File: src/hdl/pli_pkg.sv
// Shared types and constants for the plane/line intersection core.
// Used by every module of the block; depends on nothing else.
package pli_pkg;

  localparam int CW         = 32;               // coordinate width, Q16.16
  localparam int FRAC       = 16;               // fraction bits of every Q16.16 value
  localparam int CFGW       = 32;               // widest configuration register
  localparam int TOLW       = 16;               // tolerance register width
  localparam int DW         = CW + 35;          // den and num, 32 fraction bits
  localparam int PW         = CW + 1 + DW;      // |dir * num|
  localparam int QW         = CW + 2;           // quotient bits before saturation
  localparam int CHW        = 32;               // multiplier chunk width
  localparam int NCH        = (DW + CHW - 1) / CHW;
  localparam int REGW       = 3;                // register index width
  localparam int FIFO_DEPTH = 4;
  localparam int FIFO_AW    = $clog2(FIFO_DEPTH);

  typedef logic signed [CW-1:0]   coord_t;
  typedef logic signed [CW:0]     dir_t;
  typedef logic signed [CFGW-1:0] creg_t;

  typedef enum logic [REGW-1:0] {
    REG_NORMAL_X = 3'd0,
    REG_NORMAL_Y = 3'd1,
    REG_NORMAL_Z = 3'd2,
    REG_OFFSET   = 3'd3,
    REG_ZERO_TOL = 3'd4,
    REG_UNIT_TOL = 3'd5
  } reg_idx_e;

  typedef struct packed {
    creg_t [2:0]     normal;
    creg_t           offset;
    logic [TOLW-1:0] zero_tol;
    logic [TOLW-1:0] unit_tol;
  } cfg_t;

  // Classified query handed from the front end to the back end.
  typedef struct packed {
    logic                  hit;
    coord_t [2:0]          pa;
    dir_t [2:0]            dir;
    logic signed [DW-1:0]  num;      // numerator, sign already folded with den
    logic [DW-1:0]         absden;
  } mid_t;

  typedef struct packed {
    logic         hit;
    coord_t [2:0] pt;
  } res_t;

endpackage

File: src/hdl/pli_queue.sv
// Short queue of classified queries between the front end and the back end.
// Depends on pli_pkg.
module pli_queue (
  input  logic          clk_i,
  input  logic          rst_ni,
  input  logic          push_i,
  input  pli_pkg::mid_t data_i,
  output logic          full_o,
  input  logic          pop_i,
  output logic          empty_o,
  output pli_pkg::mid_t data_o
);
  import pli_pkg::*;

  mid_t               mem_q [FIFO_DEPTH];
  logic [FIFO_AW-1:0] wr_q, rd_q;
  logic [FIFO_AW:0]   cnt_q;
  logic               do_push, do_pop;

  assign full_o  = cnt_q == (FIFO_AW + 1)'(FIFO_DEPTH);
  assign empty_o = cnt_q == '0;
  assign do_push = push_i & ~full_o;
  assign do_pop  = pop_i & ~empty_o;
  assign data_o  = mem_q[rd_q];

  always_ff @(posedge clk_i or negedge rst_ni) begin
    if (!rst_ni) begin
      wr_q  <= '0;
      rd_q  <= '0;
      cnt_q <= '0;
    end else begin
      if (do_push) begin
        wr_q <= (wr_q == FIFO_AW'(FIFO_DEPTH - 1)) ? '0 : wr_q + 1'b1;
      end
      if (do_pop) begin
        rd_q <= (rd_q == FIFO_AW'(FIFO_DEPTH - 1)) ? '0 : rd_q + 1'b1;
      end
      cnt_q <= cnt_q + (FIFO_AW + 1)'(do_push) - (FIFO_AW + 1)'(do_pop);
    end
  end

  always_ff @(posedge clk_i) begin
    if (do_push) begin
      mem_q[wr_q] <= data_i;
    end
  end

endmodule

File: config.mk
export PLATFORM = sky130hd
export DESIGN_NAME = pli_queue
export DESIGN_NICKNAME = d
export VERILOG_FILES = /design/src/hdl/pli_pkg.sv /design/src/hdl/pli_queue.sv
export SDC_FILE = /design/constraint.sdc
export NUM_CORES = 1
export LEC_CHECK = 0
export BUFFER_PORTS_ARGS = -buffer_cell sky130_fd_sc_hd__buf_2
export CORE_AREA = 5 5 284 355
export CTS_CLUSTER_SIZE = 16
export DETAILED_ROUTE_END_ITERATION = 8
export DIE_AREA = 0 0 289 360
export PLACE_DENSITY = 0.8
export SYNTH_ARGS = -nofsm -noshare
export SYNTH_HDL_FRONTEND = slang
export SYNTH_SLANG_ARGS = --single-unit
File: constraint.sdc
create_clock -name clk_i -period 8.5 [get_ports clk_i]
set_clock_uncertainty 0.2 [all_clocks]
set_input_delay 0.85 -clock clk_i [delete_from_list [all_inputs] [get_ports clk_i]]
set_output_delay 0.85 -clock clk_i [all_outputs]
set_load 0.01 [all_outputs]
==> run metrics, run 1 <==
library cell occupying the most area in the post-synthesis netlist edfxtp_1; HP Start data_i[43]; PortBufs about 670; post-route fraction of the period consumed by the critical path 53.9%; residual DRC count 0; Worst Max-Slew Pin Slew approximately 1.4 ns; result of the run finished clean; top-area cell type share of the netlist area 82.5%; clock slew at reported path FFs 0.07 ns; Fin Setup TNS 0 ns; placed wire-length estimate 63.1 mm; flop-to-flop setup slack 5.29 ns; overall die area about 100000 sq um; PostCTS Resize Cnt 0; number of pins exceeding their max-slew limit in the final report 0; instance count of the mapped netlist 1763; maximum buffer depth of the clock tree 3; critical path depth in cells 4; via-per-instance ratio 5.58; HP Class in -> reg; fraction of layout cells with a size suffix above 1 46.2%; synthesis-to-layout area growth 18.1%; # Max-Cap Violations 0; number of buffers inserted by post-CTS setup repair 0; Hold Violations, Final 0; H-tree level count 3; number of endpoints failing setup at the final stage 0; Min-Delay Endpoint mem_q[1][43]$_DFFE_PP_; Pre-antenna DRT Iters 7; Routed WL per cell ~27 um; remaining antenna violation count after routing 0; total number of vias 21900; Clock Sinks 1327; number of top-level pins 666; Post-Place Cell Area ~53000 sq um; via count of the first global-routing pass approximately 24000; Cell Chain, Critical Path buf_12, buf_4, mux4_2, buf_2; commonest non-fill, non-tap cells in the layout edfxtp_1, buf_2, mux4_2, clkbuf_16; clock period minus final worst setup slack 4.58 ns; largest fanout of any net on the critical path roughly 50; Max transition margin 4.10%; count of buffer and inverter cells on the critical path 3; overflow left after global routing 0; critical path class reg -> out; CP Data Arrival Time 3.53 ns; endpoint required time on the critical path 7.45 ns; highest achievable clock rate 218 MHz; RSZ-0062 raised after global routing false; GRT Util Overall 19.6%; maximum number of pins on one net before global-route repair 161; end of the worst register-to-register path mem_q[1][171]$_DFFE_PP_; clock root buffer clkbuf_16; largest cells by area after synthesis edfxtp_1, mux4_2, buf_6; Max VDD drop about 0.35 mV; area of the core 97100 sq um; number of warnings issued by yosys 0; cell row count 128; gpl congestion around 0.86; post-synthesis sequential area ratio 82.8%; count of cell types in the netlist 19; PwrDens 354 nW/um^2; Critical-path top delay cell buf_4; fin nets ~2800; Layout Cell Area excl Fill around 57000 sq um; die boundary height 360 um; number of antenna violations at the first check in global routing 46; register bit count reported by yosys 1327; crit end category output pin; wire length of the first global-routing pass 152 mm; initial standard-cell utilization of the core 49.5%; synthesized area 48100 sq um; number of cells traversed by the worst hold path 1; Post-Synthesis Net Count ~2100; Post-Syn Area per Cell about 27 sq um; depth of the most critical reg-to-reg path 4; Routed Wire Length 104 mm; drt initial violations 2059; crit-path leading delay family buffers and inverters; most frequent standard cell in the layout excluding fill and tap cells edfxtp_1; Die Span X 289 um; clock tree from TritonCTS yes; static leakage about 19 nW; insertion delay to the later sink of the worst-skew pair 0.69 ns; clock buffer count from CTS 117; CP max stage delay 0.83 ns; launching point of the worst reg2reg path cnt_q[2]$_DFF_PN0_; number of buffers added to fix hold violations after cts 1; launching element type of the critical path flip-flop
kinds of logic (layout without fill, tap and decap cells):
group / after synthesis / after routing / share of synthesized area [%]
buf+inv: 81 / 907 / 1.23
flops: 1327 / 1327 / 82.8
other cells: 0 / 35 / 0
xor+xnor: 2 / 2 / 0.0365
mux: 333 / 333 / 15.5
compound gates: 1 / 1 / 0.0130
fa+ha+maj: 8 / 8 / 0.224
simple gates: 11 / 11 / 0.128
through the flow:
| stage | util [%] | setup WS, ns | instances | hold slack [ns] | power (mW) |
|---|---|---|---|---|---|
| after floorplan | - | 2.61 | 1763 | 0.303 | 12.9 |
| after global placement | 54.4 | 4.58 | 3670 | 0.313 | 14.8 |
| after detailed placement | 54.4 | 4.57 | 3670 | 0.335 | 15.0 |
| after CTS | 58.4 | 3.76 | 3889 | 0.0770 | 20.3 |
| after global routing | 58.5 | 3.56 | 3919 | 0.104 | 21.0 |
| final | 58.5 | 3.92 | 3924 | 0.158 | 20.1 |
cell type report:
cell class,instances,area (sq um)
clock inverter,78,813
clock buffer,140,3080
timing repair buffer,682,3620
sequential,1327,39800
inverter,7,26.3
tap,1300,1630
multi-input combinational,355,7670
antenna,35,87.6
fill,6743,40300
routing by layer:
layer,vias up,routed length [um],global-route usage (%)
met3,224,8630,5.41
met2,971,55800,33.7
li1,9203,-,-
met5,-,88,0
met4,14,4250,9.28
met1,11500,35200,23.0
synthesized netlist by cell type (all sizes together):
cell	count
and2	4
buf	68
clkbuf	6
dfrtp	7
edfxtp	1320
fa	1
ha	7
inv	7
mux2	3
mux4	330
nand2	1
nand2b	1
nor2	2
nor2b	1
nor3	1
nor3b	1
o22ai	1
xnor2	2
sequential cells by signal, summed over array words and instances, names as in the netlist:
name,flops
cnt_q,3
mem_q,1320
rd_q,2
wr_q,2
worst max-delay path by stage:
stage                        startpoint               endpoint  slack [ns]
floorplan                        push_i  mem_q[0][0]$_DFFE_PP_        2.61
global placement    rd_q[0]$_DFFE_PN0P_            data_o[233]        4.58
detailed placement  rd_q[0]$_DFFE_PN0P_            data_o[254]        4.57
CTS                 rd_q[0]$_DFFE_PN0P_            data_o[243]        3.76
global route        rd_q[0]$_DFFE_PN0P_            data_o[243]        3.56
finish              rd_q[0]$_DFFE_PN0P_            data_o[243]        3.92
power by group:
group / internal [mW] / switching [mW]
combinational: 2.51 / 3.31
clock: 2.99 / 2.29
sequential: 8.63 / 0.361
total: 14.1 / 5.96
Note: power is estimated with default switching activity, not from simulation.
==> inputs of run 2 (changes only) <==
--- a/config.mk
+++ b/config.mk
@@ -10,7 +10,7 @@
 export CTS_CLUSTER_SIZE = 16
 export DETAILED_ROUTE_END_ITERATION = 8
 export DIE_AREA = 0 0 289 360
-export PLACE_DENSITY = 0.8
+export PLACE_DENSITY = 0.78
 export SYNTH_ARGS = -nofsm -noshare
 export SYNTH_HDL_FRONTEND = slang
 export SYNTH_SLANG_ARGS = --single-unit
==> constraint.sdc (replaced) <==
create_clock -name clk_i -period 4.33 [get_ports clk_i]
set_clock_uncertainty 0.2 [all_clocks]
set_input_delay 0.433 -clock clk_i [delete_from_list [all_inputs] [get_ports clk_i]]
set_output_delay 0.433 -clock clk_i [all_outputs]
set_load 0.01 [all_outputs]
==> run 2 against run 1 <==
Net effect:
- count of clock-buffer cells in the layout is 4 higher
- first-iteration DRC count is 34% higher
- wire length is 18% higher
- flip-flop and latch count stayed put
- final cell count is 10% higher
- register-to-register slack worse by 3.9 ns
- power is 100% higher
- non-clock buffer count is 412 higher
- cell area is 7.4% higher
- global-route usage is 3.6 points higher
- core utilization is 4.3 points higher
- critical endpoint is now data_o[78]
==> run metrics, run 2 (synthesized netlist as in run 1, its figures left out) <==
result of the run finished clean (unchanged); post-place setup slack 1.47 ns (was 4.57 ns); largest fanout of any net on the critical path 57 (was 51); synthesis-to-layout area growth 26.8% (was 18.1%); Routed Wire Length 123 mm (was 104 mm); critical path class reg -> out (unchanged); GRT Util Overall 23.2% (was 19.6%); placed wire-length estimate 71.5 mm (was 63.1 mm); post-route fraction of the period consumed by the critical path 83.7%; final-layout fill cell count 6164 (was 6743); overflow left after global routing 0 (unchanged); number of cells traversed by the worst hold path 2 (was 1); sequential power share 43.2% (was 44.7%); Worst Max-Slew Pin Slew 1.09 ns (was 1.44 ns); area of the core 97100 sq um (unchanged); overall die area 104000 sq um (unchanged); wire length on met2 66.7 mm (was 55.8 mm); gpl congestion 0.831 (was 0.861); CP Data Arrival Time 2.99 ns (was 3.53 ns); RSZ-0062 raised after global routing false (unchanged); Max transition margin 27.1% (was 4.10%); max FFs per register 1320 (unchanged); depth of the most critical reg-to-reg path 4 (unchanged); clock buffer count from CTS 117 (unchanged); clock root buffer clkbuf_16 (unchanged); Cell Chain, Critical Path buf_4, mux4_2, buf_2 (was buf_12, buf_4, mux4_2, buf_2); fin nets 3244 (was 2832); number of pins exceeding their max-slew limit in the final report 0 (unchanged); via count of the first global-routing pass 26800 (was 23600); PwrDens 675 nW/um^2 (was 354 nW/um^2); residual DRC count 0 (unchanged); met1 WL 40.5 mm (was 35.2 mm); Net Switching 12.7 mW (was 5.96 mW); crit-path leading delay family flip-flops (was buffers and inverters); die boundary height 360 um (unchanged); cell internal pwr 28.4 mW (was 14.1 mW); Reg with most FFs mem_q (unchanged); HP Class in -> reg (unchanged); Pre-antenna DRT Iters 5 (was 7); largest registers in the final layout mem_q x1320, cnt_q x3 (unchanged); via-per-instance ratio 5.69 (was 5.58); number of buffers inserted by post-CTS setup repair 0 (unchanged); static leakage 20.9 nW (was 19.0 nW); wire length of the first global-routing pass 179 mm (was 152 mm); clock tree from TritonCTS yes (unchanged); cell row count 128 (unchanged); critical path depth in cells 3 (was 4); number of top-level pins 666 (unchanged); insertion delay to the later sink of the worst-skew pair 0.72 ns (was 0.69 ns); Hold Violations, Final 0 (unchanged); most frequent standard cell in the layout excluding fill and tap cells edfxtp_1 (unchanged); Layout Cell Area excl Fill 60900 sq um (was 56700 sq um); Fin Setup TNS 0 ns (unchanged); CP max stage delay 1.12 ns (was 0.83 ns); proportion of total power due to net switching 30.9% (was 29.7%); # Max-Cap Violations 0 (unchanged); share of total power in combinational logic 30.9% (was 29.0%); Routed WL per cell 28.5 um (was 26.5 um); Top Metal Used met5 (unchanged); total number of vias 24500 (was 21900); launching element type of the critical path flip-flop (unchanged); maximum buffer depth of the clock tree 3 (unchanged); fin worst setup slack 0.706 ns (was 3.92 ns); PortBufs 665 (unchanged); Post-Place Cell Area 53600 sq um (was 52800 sq um); remaining antenna violation count after routing 0 (unchanged); clock slew at reported path FFs 0.06 ns (was 0.07 ns); number of endpoints failing setup at the final stage 0 (unchanged); H-tree level count 3 (unchanged); Clock Sinks 1327 (unchanged); Clk pwr share 25.9% (was 26.3%); clock period minus final worst setup slack 3.62 ns; initial standard-cell utilization of the core 49.5% (unchanged); commonest non-fill, non-tap cells in the layout edfxtp_1, buf_2, dlygate4sd3_1, mux4_2, clkbuf_16 (was edfxtp_1, buf_2, mux4_2, clkbuf_16); number of antenna violations at the first check in global routing 16 (was 46); Die Span X 289 um (unchanged); Max VDD drop 0.674 mV (was 0.346 mV); detailed-routed wire length on met3 9.90 mm (was 8.63 mm); count of buffer and inverter cells on the critical path 2 (was 3); endpoint required time on the critical path 3.70 ns (was 7.45 ns); Critical-path top delay cell dfrtp_4 (was buf_4); highest achievable clock rate 276 MHz; fraction of layout cells with a size suffix above 1 42.6% (was 46.2%); maximum number of pins on one net before global-route repair 77 (was 161); crit end category output pin (unchanged); drt initial violations 2759 (was 2059)
-- run 2: cell types whose count changed in the layout (fill, tap and decap cells not counted), moves of 3 or more --
cell,before,now
dlygate4sd3_1,1,334
buf_4,3,62
buf_12,13,33
diode_2,35,16
clkinv_1,24,17
clkbuf_1,19,22
clkinv_4,2,5
clkinvlp_4,5,2
-- run 2: final cells by class --
type                    count  area [sq um]  share of cell area [%]
inverters                   7          26.3                  0.0431
diodes                     16          40.0                  0.0657
clock buffers             144          3100                    5.09
repair buffers           1094          7800                    12.8
multi-input cells         355          7670                    12.6
clock inverters            73           843                    1.38
flip-flops and latches   1327         39800                    65.4
well taps                1300          1630                    2.67
-- run 2: timing repair --
item | CTS | global route
hold buffers | 334 | 0
resized for setup | 0 | 0
hold endpoints to repair | 1330 | 0
-- run 2: metrics by stage --
step / hold WS [ns] / total power, mW / utilization, % / instances
floorplan: -0.0626 / 25.3 / - / 1763
global placement: 0.0683 / 29.8 / 55.2 / 3749
detailed placement: 0.0790 / 30.2 / 55.2 / 3749
CTS: 0.194 / 41.1 / 62.7 / 4300
global route: 0.240 / 42.6 / 62.8 / 4315
finish: 0.262 / 41.1 / 62.8 / 4316
-- run 2: final timing paths --
path,startpoint,end,slack [ns]
worst min-delay path,data_i[297],mem_q[1][297]$_DFFE_PP_,0.26
worst max register to register,cnt_q[2]$_DFF_PN0_,mem_q[3][148]$_DFFE_PP_,1.44
min in group asynchronous,rst_ni,cnt_q[1]$_DFF_PN0_,0.51
worst max-delay path,rd_q[1]$_DFFE_PN0P_,data_o[78],0.71
max in group asynchronous,rst_ni,rd_q[1]$_DFFE_PN0P_,3.11
worst min register to register,cnt_q[0]$_DFF_PN0_,cnt_q[0]$_DFF_PN0_,0.35
-- run 2: metal layers --
layer	vias up	track usage [%]
met1	12800	27.1
met5	-	0
met2	1507	41.0
li1	10000	-
met3	262	4.87
met4	2	11.2
-- run 2: power groups by stage --
stage               Combinational [mW]  Clock, mW  Sequential [mW]
floorplan                         7.44          0             17.9
global placement                  12.1          0             17.7
detailed placement                12.3          0             17.9
CTS                               12.6       10.7             17.7
global route                      13.3       11.4             17.9
finish                            12.7       10.6             17.8
